<file path="src/rtl/assert_macros.svh">
// Assertion macros shared by the exit router RTL.
// Each expects clk and rst_n in scope; no other dependencies.
`ifndef ASSERT_MACROS_SVH
`define ASSERT_MACROS_SVH

// Same-cycle implication, off while reset is held.
`define NVR_ASSERT(label, ante, cons, msg) \
  label: assert property (@(posedge clk) disable iff (!rst_n) (ante) |-> (cons)) \
    else $error(msg);

// Next-cycle implication, off while reset is held.
`define NVR_ASSERT_NEXT(label, ante, cons, msg) \
  label: assert property (@(posedge clk) disable iff (!rst_n) (ante) |=> (cons)) \
    else $error(msg);

`endif

</file>
<file path="src/rtl/nvr_pkg.sv">
// Types, exit reason codes and control bit positions for the exit router.
// No dependencies; used by every other RTL file but assert_macros.svh.
package nvr_pkg;

  localparam int unsigned CfgIdxW  = 8;
  localparam int unsigned CfgDataW = 32;
  localparam int unsigned ReasonW  = 16;
  localparam int unsigned VecW     = 8;
  localparam int unsigned QualW    = 8;

  typedef enum logic [1:0] {
    DISP_REFLECT     = 2'd0,
    DISP_HOST        = 2'd1,
    DISP_UNSUPPORTED = 2'd2
  } disp_t;

  // Configuration register indexes
  localparam logic [CfgIdxW-1:0] CfgPin       = 8'd0;
  localparam logic [CfgIdxW-1:0] CfgPrimary   = 8'd1;
  localparam logic [CfgIdxW-1:0] CfgSecondary = 8'd2;
  localparam logic [CfgIdxW-1:0] CfgExcMask   = 8'd3;

  typedef struct packed {
    logic [CfgDataW-1:0] pin;
    logic [CfgDataW-1:0] primary;
    logic [CfgDataW-1:0] secondary;
    logic [CfgDataW-1:0] exc_mask;
  } ctrl_t;

  // Basic exit reasons
  localparam logic [ReasonW-1:0] ExitExcNmi   = 16'd0;
  localparam logic [ReasonW-1:0] ExitExtInt   = 16'd1;
  localparam logic [ReasonW-1:0] ExitCpuid    = 16'd10;
  localparam logic [ReasonW-1:0] ExitHlt      = 16'd12;
  localparam logic [ReasonW-1:0] ExitInvd     = 16'd13;
  localparam logic [ReasonW-1:0] ExitRdtsc    = 16'd16;
  localparam logic [ReasonW-1:0] ExitVmcall   = 16'd18;
  localparam logic [ReasonW-1:0] ExitVmclear  = 16'd19;
  localparam logic [ReasonW-1:0] ExitVmlaunch = 16'd20;
  localparam logic [ReasonW-1:0] ExitVmptrld  = 16'd21;
  localparam logic [ReasonW-1:0] ExitVmptrst  = 16'd22;
  localparam logic [ReasonW-1:0] ExitVmread   = 16'd23;
  localparam logic [ReasonW-1:0] ExitVmresume = 16'd24;
  localparam logic [ReasonW-1:0] ExitVmwrite  = 16'd25;
  localparam logic [ReasonW-1:0] ExitVmxoff   = 16'd26;
  localparam logic [ReasonW-1:0] ExitVmxon    = 16'd27;
  localparam logic [ReasonW-1:0] ExitCrAccess = 16'd28;
  localparam logic [ReasonW-1:0] ExitMovDr    = 16'd29;
  localparam logic [ReasonW-1:0] ExitIo       = 16'd30;
  localparam logic [ReasonW-1:0] ExitRdmsr    = 16'd31;
  localparam logic [ReasonW-1:0] ExitWrmsr    = 16'd32;
  localparam logic [ReasonW-1:0] ExitMwait    = 16'd36;
  localparam logic [ReasonW-1:0] ExitMonitor  = 16'd39;
  localparam logic [ReasonW-1:0] ExitPause    = 16'd40;
  localparam logic [ReasonW-1:0] ExitInvept   = 16'd50;
  localparam logic [ReasonW-1:0] ExitInvvpid  = 16'd53;
  localparam logic [ReasonW-1:0] ExitWbinvd   = 16'd54;
  localparam logic [ReasonW-1:0] ExitXsetbv   = 16'd55;
  localparam logic [ReasonW-1:0] ExitRdrand   = 16'd57;
  localparam logic [ReasonW-1:0] ExitInvpcid  = 16'd58;
  localparam logic [ReasonW-1:0] ExitRdseed   = 16'd61;
  localparam logic [ReasonW-1:0] ExitXsaves   = 16'd63;
  localparam logic [ReasonW-1:0] ExitXrstors  = 16'd64;
  localparam logic [ReasonW-1:0] ExitUmwait   = 16'd67;
  localparam logic [ReasonW-1:0] ExitTpause   = 16'd68;

  localparam logic [VecW-1:0] VecNmi = 8'd2;
  localparam logic [3:0] CrNum3 = 4'd3;
  localparam logic [3:0] CrNum8 = 4'd8;
  localparam int unsigned QualStoreBit = 4;

  // Pin-based control bits
  localparam int unsigned PinExtIntBit = 0;
  localparam int unsigned PinNmiBit    = 3;

  // Primary control bits
  localparam int unsigned PriHltBit     = 7;
  localparam int unsigned PriInvlpgBit  = 9;
  localparam int unsigned PriMwaitBit   = 10;
  localparam int unsigned PriRdtscBit   = 12;
  localparam int unsigned PriCr3LdBit   = 15;
  localparam int unsigned PriCr3StBit   = 16;
  localparam int unsigned PriCr8LdBit   = 19;
  localparam int unsigned PriCr8StBit   = 20;
  localparam int unsigned PriMovDrBit   = 23;
  localparam int unsigned PriUncondIoBit = 24;
  localparam int unsigned PriIoBmpBit   = 25;
  localparam int unsigned PriMsrBmpBit  = 28;
  localparam int unsigned PriMonitorBit = 29;
  localparam int unsigned PriPauseBit   = 30;

  // Secondary control bits
  localparam int unsigned SecWbinvdBit  = 6;
  localparam int unsigned SecRdrandBit  = 11;
  localparam int unsigned SecInvpcidBit = 12;
  localparam int unsigned SecRdseedBit  = 16;
  localparam int unsigned SecXsavesBit  = 20;
  localparam int unsigned SecUwaitBit   = 26;

endpackage

</file>
<file path="src/rtl/nvr_ifs.sv">
// Valid/ready channel interfaces for the exit router: input, result, config.
// Depends on nvr_pkg for field widths.
interface nvr_in_if;
  logic                         valid;
  logic                         ready;
  logic [nvr_pkg::ReasonW-1:0]  basic_reason;
  logic [nvr_pkg::VecW-1:0]     vector_number;
  logic [nvr_pkg::QualW-1:0]    cr_qual_low;
  logic                         io_bit;
  logic                         msr_bit;

  modport source (output valid, basic_reason, vector_number, cr_qual_low, io_bit, msr_bit,
                  input ready);
  modport sink (input valid, basic_reason, vector_number, cr_qual_low, io_bit, msr_bit,
                output ready);
endinterface

interface nvr_out_if;
  logic       valid;
  logic       ready;
  logic [1:0] disposition;

  modport source (output valid, disposition, input ready);
  modport sink (input valid, disposition, output ready);
endinterface

interface nvr_cfg_if;
  logic                         valid;
  logic                         ready;
  logic [nvr_pkg::CfgIdxW-1:0]  index;
  logic [nvr_pkg::CfgDataW-1:0] data;

  modport source (output valid, index, data, input ready);
  modport sink (input valid, index, data, output ready);
endinterface

</file>
<file path="src/rtl/nvr_cfg_regs.sv">
// Control word registers of the exit router, written through the config channel.
// Depends on nvr_pkg, nvr_ifs and assert_macros.svh.
`include "assert_macros.svh"

module nvr_cfg_regs (
  input  logic           clk,
  input  logic           rst_n,
  nvr_cfg_if.sink        cfg_ch,
  output nvr_pkg::ctrl_t ctrl
);

  nvr_pkg::ctrl_t ctrl_r;
  nvr_pkg::ctrl_t ctrl_nxt;
  logic           wr_en;

  assign cfg_ch.ready = 1'b1;
  assign wr_en = cfg_ch.valid && cfg_ch.ready;

  always_comb begin
    ctrl_nxt = ctrl_r;
    if (wr_en) begin
      unique case (cfg_ch.index)
        nvr_pkg::CfgPin:       ctrl_nxt.pin       = cfg_ch.data;
        nvr_pkg::CfgPrimary:   ctrl_nxt.primary   = cfg_ch.data;
        nvr_pkg::CfgSecondary: ctrl_nxt.secondary = cfg_ch.data;
        nvr_pkg::CfgExcMask:   ctrl_nxt.exc_mask  = cfg_ch.data;
        default:               ctrl_nxt = ctrl_r;   // drop writes beyond the list
      endcase
    end
  end

  always_ff @(posedge clk) begin
    if (!rst_n) begin
      ctrl_r <= '0;
    end else begin
      ctrl_r <= ctrl_nxt;
    end
  end

  assign ctrl = ctrl_r;

  `NVR_ASSERT_NEXT(a_exc_mask_wr, wr_en && cfg_ch.index == nvr_pkg::CfgExcMask,
                   ctrl_r.exc_mask == $past(cfg_ch.data), "exception mask write lost")
  `NVR_ASSERT_NEXT(a_no_wr_hold, !wr_en, $stable(ctrl_r), "control words changed without write")

endmodule

</file>
<file path="src/rtl/nvr_classify.sv">
// Exit disposition decode: reason, vector and qualification against control words.
// Depends on nvr_pkg.
module nvr_classify (
  input  logic [nvr_pkg::ReasonW-1:0] basic_reason,
  input  logic [nvr_pkg::VecW-1:0]    vector_number,
  input  logic [nvr_pkg::QualW-1:0]   cr_qual_low,
  input  logic                        io_bit,
  input  logic                        msr_bit,
  input  nvr_pkg::ctrl_t              ctrl,
  output nvr_pkg::disp_t              disposition
);

  logic [3:0] cr_num;
  logic       cr_store;
  logic       vec_in_mask;

  assign cr_num      = cr_qual_low[3:0];
  assign cr_store    = cr_qual_low[nvr_pkg::QualStoreBit];
  assign vec_in_mask = (vector_number[7:5] == 3'b000) && ctrl.exc_mask[vector_number[4:0]];

  function automatic nvr_pkg::disp_t pick(input logic wants);
    pick = wants ? nvr_pkg::DISP_REFLECT : nvr_pkg::DISP_HOST;
  endfunction

  always_comb begin
    unique case (basic_reason)
      nvr_pkg::ExitVmcall, nvr_pkg::ExitVmclear, nvr_pkg::ExitVmlaunch,
      nvr_pkg::ExitVmptrld, nvr_pkg::ExitVmptrst, nvr_pkg::ExitVmread,
      nvr_pkg::ExitVmresume, nvr_pkg::ExitVmwrite, nvr_pkg::ExitVmxoff,
      nvr_pkg::ExitVmxon, nvr_pkg::ExitInvept, nvr_pkg::ExitInvvpid,
      nvr_pkg::ExitCpuid, nvr_pkg::ExitInvd, nvr_pkg::ExitXsetbv:
        disposition = nvr_pkg::DISP_HOST;
      nvr_pkg::ExitExcNmi: begin
        if (vector_number == nvr_pkg::VecNmi) begin
          disposition = pick(ctrl.pin[nvr_pkg::PinNmiBit]);
        end else begin
          disposition = pick(vec_in_mask);
        end
      end
      nvr_pkg::ExitExtInt: disposition = pick(ctrl.pin[nvr_pkg::PinExtIntBit]);
      nvr_pkg::ExitHlt:    disposition = pick(ctrl.primary[nvr_pkg::PriHltBit]);
      nvr_pkg::ExitRdtsc:  disposition = pick(ctrl.primary[nvr_pkg::PriRdtscBit]);
      nvr_pkg::ExitMovDr:  disposition = pick(ctrl.primary[nvr_pkg::PriMovDrBit]);
      nvr_pkg::ExitCrAccess: begin
        // only CR3 and CR8 have exiting controls; other CRs stay with the host
        if (cr_num == nvr_pkg::CrNum3) begin
          disposition = pick(cr_store ? ctrl.primary[nvr_pkg::PriCr3StBit]
                                      : ctrl.primary[nvr_pkg::PriCr3LdBit]);
        end else if (cr_num == nvr_pkg::CrNum8) begin
          disposition = pick(cr_store ? ctrl.primary[nvr_pkg::PriCr8StBit]
                                      : ctrl.primary[nvr_pkg::PriCr8LdBit]);
        end else begin
          disposition = nvr_pkg::DISP_HOST;
        end
      end
      nvr_pkg::ExitIo: begin
        if (ctrl.primary[nvr_pkg::PriUncondIoBit]) begin
          disposition = nvr_pkg::DISP_REFLECT;
        end else if (ctrl.primary[nvr_pkg::PriIoBmpBit]) begin
          disposition = pick(io_bit);
        end else begin
          disposition = nvr_pkg::DISP_HOST;
        end
      end
      nvr_pkg::ExitRdmsr, nvr_pkg::ExitWrmsr:
        disposition = pick(ctrl.primary[nvr_pkg::PriMsrBmpBit] && msr_bit);
      nvr_pkg::ExitMwait:   disposition = pick(ctrl.primary[nvr_pkg::PriMwaitBit]);
      nvr_pkg::ExitMonitor: disposition = pick(ctrl.primary[nvr_pkg::PriMonitorBit]);
      nvr_pkg::ExitPause:   disposition = pick(ctrl.primary[nvr_pkg::PriPauseBit]);
      nvr_pkg::ExitWbinvd:  disposition = pick(ctrl.secondary[nvr_pkg::SecWbinvdBit]);
      nvr_pkg::ExitRdrand:  disposition = pick(ctrl.secondary[nvr_pkg::SecRdrandBit]);
      nvr_pkg::ExitInvpcid:
        disposition = pick(ctrl.secondary[nvr_pkg::SecInvpcidBit] &&
                           ctrl.primary[nvr_pkg::PriInvlpgBit]);
      nvr_pkg::ExitRdseed:  disposition = pick(ctrl.secondary[nvr_pkg::SecRdseedBit]);
      nvr_pkg::ExitXsaves, nvr_pkg::ExitXrstors:
        disposition = pick(ctrl.secondary[nvr_pkg::SecXsavesBit]);
      nvr_pkg::ExitUmwait, nvr_pkg::ExitTpause:
        disposition = pick(ctrl.secondary[nvr_pkg::SecUwaitBit] &&
                           ctrl.primary[nvr_pkg::PriRdtscBit]);
      default: disposition = nvr_pkg::DISP_UNSUPPORTED;
    endcase
  end

endmodule

</file>
<file path="src/rtl/nested_vm_exit_router_top.sv">
// Nested VM exit router. Each exit word is captured in an input register, decoded
// against the guest hypervisor's control words and held in a result register, so an
// exit passes from one to the other; one word is accepted each cycle unless the output
// stalls; the decode between the two registers sets the clock. A stalled result holds
// the pipe, and in_ch.ready falls only when both registers are full and out_ch.ready
// is low. Configuration writes are always taken and apply to every word not yet
// decoded, including one held in the input register, so write only with the pipe empty.
// Depends on nvr_pkg, nvr_ifs, nvr_cfg_regs, nvr_classify and assert_macros.svh.
`include "assert_macros.svh"

module nested_vm_exit_router_top (
  input  logic    clk,
  input  logic    rst_n,
  nvr_in_if.sink  in_ch,
  nvr_out_if.source out_ch,
  nvr_cfg_if.sink cfg_ch
);

  nvr_pkg::ctrl_t ctrl;
  nvr_pkg::disp_t disp_dec;

  logic                        s1_valid_r;
  logic [nvr_pkg::ReasonW-1:0] s1_reason_r;
  logic [nvr_pkg::VecW-1:0]    s1_vec_r;
  logic [nvr_pkg::QualW-1:0]   s1_qual_r;
  logic                        s1_iob_r;
  logic                        s1_msrb_r;

  logic           out_valid_r;
  nvr_pkg::disp_t out_disp_r;

  logic out_adv;
  logic s1_adv;
  logic in_take;

  nvr_cfg_regs u_cfg (
    .clk    (clk),
    .rst_n  (rst_n),
    .cfg_ch (cfg_ch),
    .ctrl   (ctrl)
  );

  nvr_classify u_dec (
    .basic_reason  (s1_reason_r),
    .vector_number (s1_vec_r),
    .cr_qual_low   (s1_qual_r),
    .io_bit        (s1_iob_r),
    .msr_bit       (s1_msrb_r),
    .ctrl          (ctrl),
    .disposition   (disp_dec)
  );

  // result register can load when empty or being drained
  assign out_adv = !out_valid_r || out_ch.ready;
  assign s1_adv  = !s1_valid_r || out_adv;
  assign in_take = in_ch.valid && s1_adv;

  assign in_ch.ready        = s1_adv;
  assign out_ch.valid       = out_valid_r;
  assign out_ch.disposition = out_disp_r;

  always_ff @(posedge clk) begin
    if (!rst_n) begin
      s1_valid_r  <= 1'b0;
      out_valid_r <= 1'b0;
    end else begin
      if (s1_adv) begin
        s1_valid_r <= in_ch.valid;
      end
      if (out_adv) begin
        out_valid_r <= s1_valid_r;
      end
    end
  end

  always_ff @(posedge clk) begin
    if (in_take) begin
      s1_reason_r <= in_ch.basic_reason;
      s1_vec_r    <= in_ch.vector_number;
      s1_qual_r   <= in_ch.cr_qual_low;
      s1_iob_r    <= in_ch.io_bit;
      s1_msrb_r   <= in_ch.msr_bit;
    end
    if (out_adv && s1_valid_r) begin
      out_disp_r <= disp_dec;
    end
  end

  `NVR_ASSERT_NEXT(a_take_fills_s1, in_take, s1_valid_r, "accepted word not captured")
  `NVR_ASSERT_NEXT(a_s1_moves_out, s1_valid_r && out_adv, out_valid_r, "decoded word lost")
  `NVR_ASSERT(a_disp_legal, out_valid_r,
              out_disp_r == nvr_pkg::DISP_REFLECT || out_disp_r == nvr_pkg::DISP_HOST ||
              out_disp_r == nvr_pkg::DISP_UNSUPPORTED, "illegal disposition code")
  `NVR_ASSERT(a_full_stall, s1_valid_r && out_valid_r && !out_ch.ready, !in_ch.ready,
              "input taken while pipe full")

endmodule

</file>
<file path="src/flat_wrapper.sv">
// flat-port wrapper written by rule: the top's interface ports become plain ports
module nested_vm_exit_router_top_flat 
  (clk, rst_n, in_ch_valid, in_ch_basic_reason, in_ch_vector_number, in_ch_cr_qual_low, in_ch_io_bit, in_ch_msr_bit, in_ch_ready, out_ch_valid, out_ch_disposition, out_ch_ready, cfg_ch_valid, cfg_ch_index, cfg_ch_data, cfg_ch_ready);
  nvr_in_if in_ch_i ();
  nvr_out_if out_ch_i ();
  nvr_cfg_if cfg_ch_i ();
  input  logic clk;
  input  logic rst_n;
  input wire logic [$bits(in_ch_i.valid)-1:0] in_ch_valid;
  input wire logic [$bits(in_ch_i.basic_reason)-1:0] in_ch_basic_reason;
  input wire logic [$bits(in_ch_i.vector_number)-1:0] in_ch_vector_number;
  input wire logic [$bits(in_ch_i.cr_qual_low)-1:0] in_ch_cr_qual_low;
  input wire logic [$bits(in_ch_i.io_bit)-1:0] in_ch_io_bit;
  input wire logic [$bits(in_ch_i.msr_bit)-1:0] in_ch_msr_bit;
  output wire logic [$bits(in_ch_i.ready)-1:0] in_ch_ready;
  output wire logic [$bits(out_ch_i.valid)-1:0] out_ch_valid;
  output wire logic [$bits(out_ch_i.disposition)-1:0] out_ch_disposition;
  input wire logic [$bits(out_ch_i.ready)-1:0] out_ch_ready;
  input wire logic [$bits(cfg_ch_i.valid)-1:0] cfg_ch_valid;
  input wire logic [$bits(cfg_ch_i.index)-1:0] cfg_ch_index;
  input wire logic [$bits(cfg_ch_i.data)-1:0] cfg_ch_data;
  output wire logic [$bits(cfg_ch_i.ready)-1:0] cfg_ch_ready;
  assign in_ch_i.valid = in_ch_valid;
  assign in_ch_i.basic_reason = in_ch_basic_reason;
  assign in_ch_i.vector_number = in_ch_vector_number;
  assign in_ch_i.cr_qual_low = in_ch_cr_qual_low;
  assign in_ch_i.io_bit = in_ch_io_bit;
  assign in_ch_i.msr_bit = in_ch_msr_bit;
  assign in_ch_ready = in_ch_i.ready;
  assign out_ch_valid = out_ch_i.valid;
  assign out_ch_disposition = out_ch_i.disposition;
  assign out_ch_i.ready = out_ch_ready;
  assign cfg_ch_i.valid = cfg_ch_valid;
  assign cfg_ch_i.index = cfg_ch_index;
  assign cfg_ch_i.data = cfg_ch_data;
  assign cfg_ch_ready = cfg_ch_i.ready;
  nested_vm_exit_router_top u_core (.clk(clk), .rst_n(rst_n), .in_ch(in_ch_i), .out_ch(out_ch_i), .cfg_ch(cfg_ch_i));
endmodule
</file>
<file path="config.mk">
export PLATFORM = sky130hd
export DESIGN_NAME = nested_vm_exit_router_top_flat
export DESIGN_NICKNAME = d
export VERILOG_FILES = /design/src/rtl/nvr_pkg.sv /design/src/rtl/nvr_ifs.sv /design/src/rtl/nvr_cfg_regs.sv /design/src/rtl/nvr_classify.sv /design/src/rtl/nested_vm_exit_router_top.sv /design/src/flat_wrapper.sv
export VERILOG_INCLUDE_DIRS = /design/src /design/src/rtl
export SDC_FILE = /design/constraint.sdc
export NUM_CORES = 1
export LEC_CHECK = 0
export BUFFER_PORTS_ARGS = -buffer_cell sky130_fd_sc_hd__buf_2
export CAP_MARGIN = 20
export CORE_MARGIN = 4
export CORE_UTILIZATION = 55
export CTS_BUF_LIST = sky130_fd_sc_hd__clkbuf_4 sky130_fd_sc_hd__clkbuf_8 sky130_fd_sc_hd__clkbuf_16
export CTS_CLUSTER_SIZE = 25
export DETAILED_ROUTE_END_ITERATION = 7
export PLACE_DENSITY = 0.8
export SYNTH_ARGS = -nofsm -noshare
export SYNTH_HDL_FRONTEND = slang
export SYNTH_SLANG_ARGS = --single-unit
</file>
<file path="constraint.sdc">
create_clock -name clk -period 2.2 [get_ports clk]
set_input_delay 0.44 -clock clk [delete_from_list [all_inputs] [get_ports clk]]
set_output_delay 0.44 -clock clk [all_outputs]
set_load 0.005 [all_outputs]
</file>
==> impl_metrics.env <==
export IMPL_grt_max_degree=57
export IMPL_r2r_end="u_core.out_ch.disposition[0]"
export IMPL_drt_iter0_markers=202
export IMPL_status="finished, final reports clean"
export IMPL_cp_max_fo=14
export IMPL_ioPinCount=84
export IMPL_crit_cells=6
export IMPL_antenna_cells=0
export IMPL_path_cells="and3b_1, o211ai_1, nand4_1, nor4_1, a31oi_1, a21o_1"
export IMPL_startpoint="u_core.s1_reason_r[0]"
export IMPL_rr_worst_depth=6
export IMPL_synth_compound_area_share_pct=15.1
export IMPL_chipHeight_um=94.6
export IMPL_nNetsFinal=570
export IMPL_pwr_density_cell_nw_per_um2=644
export IMPL_die_w_um=94.6
export IMPL_first_global_vias=3180
export IMPL_p_leak_nw=1.78
export IMPL_path_class="register to register"
export IMPL_syn_avg_cell_area_um2=10.2
export IMPL_row_count=31
export IMPL_yosys_area_share_simple_pct=22.9
export IMPL_cts_root_buffer="clkbuf_8"
export IMPL_cp_buffers_inverters=0
export IMPL_critPathSlowestCell="edfxtp_1"
export IMPL_yosysUniqueCellTypes=56
export IMPL_final_common_cell="nand2_1"
export IMPL_worstMarginPinSlew_ns=0.793
export IMPL_seqPwrFrac_pct=55.7
export IMPL_p_total_mw=3.19
export IMPL_grt_usage_pct=21.4
export IMPL_cts_resized=0
export IMPL_wl_um=9090
export IMPL_worst_clock_skew_ns=0.00499
export IMPL_setup_slack_ns=0.113
export IMPL_grt_antenna_before_repair=0
export IMPL_postCtsSetupRepairBufs=0
export IMPL_clk_latency_ns=0.35
export IMPL_post_route_period_util_pct=94.9
export IMPL_ys_warn_count=0
export IMPL_max_freq_mhz=479
export IMPL_cp_end_kind="register"
export IMPL_syn2layout_area_growth_pct=20.2
export IMPL_async_flop_share_pct=0
export IMPL_gp_congestion=0.853
export IMPL_min_path_type="input port to register"
export IMPL_ir_drop_v=0.000455
export IMPL_dp_final_hpwl_um=6560
export IMPL_drv_cap=0
export IMPL_place_inst=579
export IMPL_via_per_inst=5.51
export IMPL_gr_total_overflow=0
export IMPL_arrival_ns=2.19
export IMPL_synthFlopType="dfxtp_1"
export IMPL_grt_setup_unrepaired="no"
export IMPL_drc=0
export IMPL_drt_pass1_iterations=5
export IMPL_crit_path_max_incr_delay_ns=0.60
export IMPL_hold_violations=0
export IMPL_synthCells=403
export IMPL_p_switching_uw=724
export IMPL_syn_area_um2=4120
export IMPL_maxSlewHeadroom_pct=47.1
export IMPL_synth_adder_area_share_pct=0
export IMPL_grt_pass1_wl_um=14900
export IMPL_holdWs_ns=0.260
export IMPL_drtAntennaViolNets=0
export IMPL_endpoint="u_core.out_ch.disposition[0]"
export IMPL_pwr_share_comb_pct=7.5
export IMPL_clkSinkCount=89
export IMPL_setup_tns_final_ns=0
export IMPL_yosysSeqAreaShare_pct=51.2
export IMPL_io_buffers=79
export IMPL_synth_edf_count=33
export IMPL_intPower_mw=2.47
export IMPL_clockBufferDepth=2
export IMPL_setup_viol=0
export IMPL_synth_seq_cells=89
export IMPL_power_frac_clock_pct=36.8
export IMPL_drive_gt1_share_pct=29.6
export IMPL_htreeDepth=3
export IMPL_syn_num_nets=482
export IMPL_synthMuxAreaShare_pct=6.95
export IMPL_switching_share_pct=22.7
export IMPL_cp_start_kind="register"
export IMPL_drv_slew=0
export IMPL_synth_top_family_by_area="simple AND/OR/NAND/NOR gates"
export IMPL_fin_crit_ns=2.09
export IMPL_finalNonFillerCells=595
export IMPL_core_um2=7250
export IMPL_place_ws_ns=0.109
export IMPL_hold_buffers=0
export IMPL_ff2ff_setup_slack_ns=0.11
export IMPL_dr_total_vias=3279
export IMPL_initial_core_util_pct=56.8
export IMPL_crit_required_ns=2.31
export IMPL_wl_per_cell_um=15.3
export IMPL_cts_tree="built"
export IMPL_final_cell_mix="nand2_1 (104), buf_2 (79), dfxtp_1 (56)"
export IMPL_clk_pin_slew_ns=0.09
export IMPL_worstReg2RegStart="u_core.s1_reason_r[0]"
export IMPL_die_area_um2=8940
export IMPL_synth_xor_area_share_pct=0.213
export IMPL_numCtsBuffers=9
export IMPL_critPathTopFamily="simple AND/OR/NAND/NOR gates"
through the flow:
| stage | area, µm² | utilization [%] |
|---|---|---|
| 2_1_floorplan | 4120 | - |
| 3_3_place_gp | 4730 | 65.2 |
| 3_5_place_dp | 4730 | 65.2 |
| 4_1_cts | 4940 | 68.2 |
| 5_1_grt | 4950 | 68.3 |
| 6_report | 4950 | 68.3 |
worst min-delay path by stage:
stage                      startpoint                    end  slack (ns)  depth (start not counted)
6_report       in_ch_vector_number[3]     u_core.s1_vec_r[3]        0.26                          1
5_1_grt         in_ch_basic_reason[3]  u_core.s1_reason_r[3]        0.23                          1
4_1_cts        in_ch_vector_number[0]     u_core.s1_vec_r[0]        0.24                          1
3_5_place_dp    u_core.u_cfg.ctrl[18]  u_core.u_cfg.ctrl[18]        0.45                          2
3_3_place_gp    u_core.u_cfg.ctrl[20]  u_core.u_cfg.ctrl[20]        0.44                          2
2_1_floorplan   u_core.u_cfg.ctrl[12]  u_core.u_cfg.ctrl[12]        0.43                          2
worst reg2reg max path: cells and delay by family, from the launching register on:
kind               cells  cell delay, ns
DFF                    1            0.60
and+or+nand+nor        3            0.78
AOI/OAI and AO/OA      3            0.47
power by group through the flow:
stage	sequential, mW	combinational (mW)	clock (mW)
2_1_floorplan	1.80	0.115	0
3_3_place_gp	1.81	0.234	0
3_5_place_dp	1.81	0.239	0
4_1_cts	1.78	0.240	1.20
5_1_grt	1.78	0.262	1.28
6_report	1.78	0.240	1.18
flip-flops by register name, summed over array words and instances (netlist names):
name and count:
u_core.s1_qual_r 5, u_core.s1_vec_r 8, u_core.out_ch.valid 1, u_core.u_cfg.ctrl 54, u_core.s1_valid_r 1, u_core.s1_iob_r 1
u_core.out_ch.disposition 2, u_core.s1_msrb_r 1, u_core.s1_reason_r 16
kinds of logic after synthesis:
logic type      after synthesis
buf+inv                      27
simple gates                185
xor+xnor                      1
compound gates               79
other cells                   1
flops                        89
mux                          21
cell usage after synthesis (2+ instances only):
| cell type | number | area [µm²] |
|---|---|---|
| nor4_1 | 6 | 37.5 |
| nand3_1 | 9 | 45.0 |
| a31oi_1 | 3 | 18.8 |
| o211ai_1 | 4 | 30.0 |
| mux4_2 | 6 | 135 |
| nor2_1 | 8 | 30.0 |
| nand3b_1 | 4 | 30.0 |
| nor3b_1 | 4 | 30.0 |
| or3b_2 | 5 | 43.8 |
| a21boi_0 | 6 | 45.0 |
| and3b_1 | 3 | 26.3 |
| a21oi_1 | 5 | 25.0 |
| nor2b_1 | 15 | 93.8 |
| a22oi_1 | 3 | 22.5 |
| nand2_1 | 104 | 390 |
| nand2b_1 | 4 | 25.0 |
| edfxtp_1 | 33 | 991 |
| a21boi_1 | 30 | 225 |
| clkbuf_1 | 16 | 60.1 |
| nor4b_1 | 4 | 35.0 |
| nor4bb_1 | 2 | 20.0 |
| buf_6 | 4 | 45.0 |
| and2_1 | 2 | 12.5 |
| dfxtp_1 | 56 | 1120 |
| a21boi_2 | 10 | 113 |
| o21ai_0 | 3 | 15.0 |
| nor3_1 | 6 | 30.0 |
| a32oi_1 | 2 | 17.5 |
| mux2i_1 | 14 | 140 |
| o32ai_1 | 2 | 17.5 |
| buf_4 | 3 | 22.5 |
| buf_2 | 3 | 15.0 |
area by class of cell:
| class | count | area, µm² |
|---|---|---|
| Clock buffer | 11 | 151 |
| Clock inverter | 5 | 61.3 |
| Fill cell | 592 | 2300 |
| Multi-Input combinational cell | 287 | 1870 |
| Sequential cell | 89 | 2110 |
| Tap cell | 99 | 124 |
| Timing Repair Buffer | 104 | 633 |
metal layers:
| layer | global-route usage, % | part of all wire [%] |
|---|---|---|
| met4 | 7.93 | 2.0 |
| met2 | 32.5 | 46 |
| met3 | 4.78 | 6.7 |
| met5 | 0 | 0 |
| met1 | 30.0 | 46 |
(Power assumes the default switching activity.)
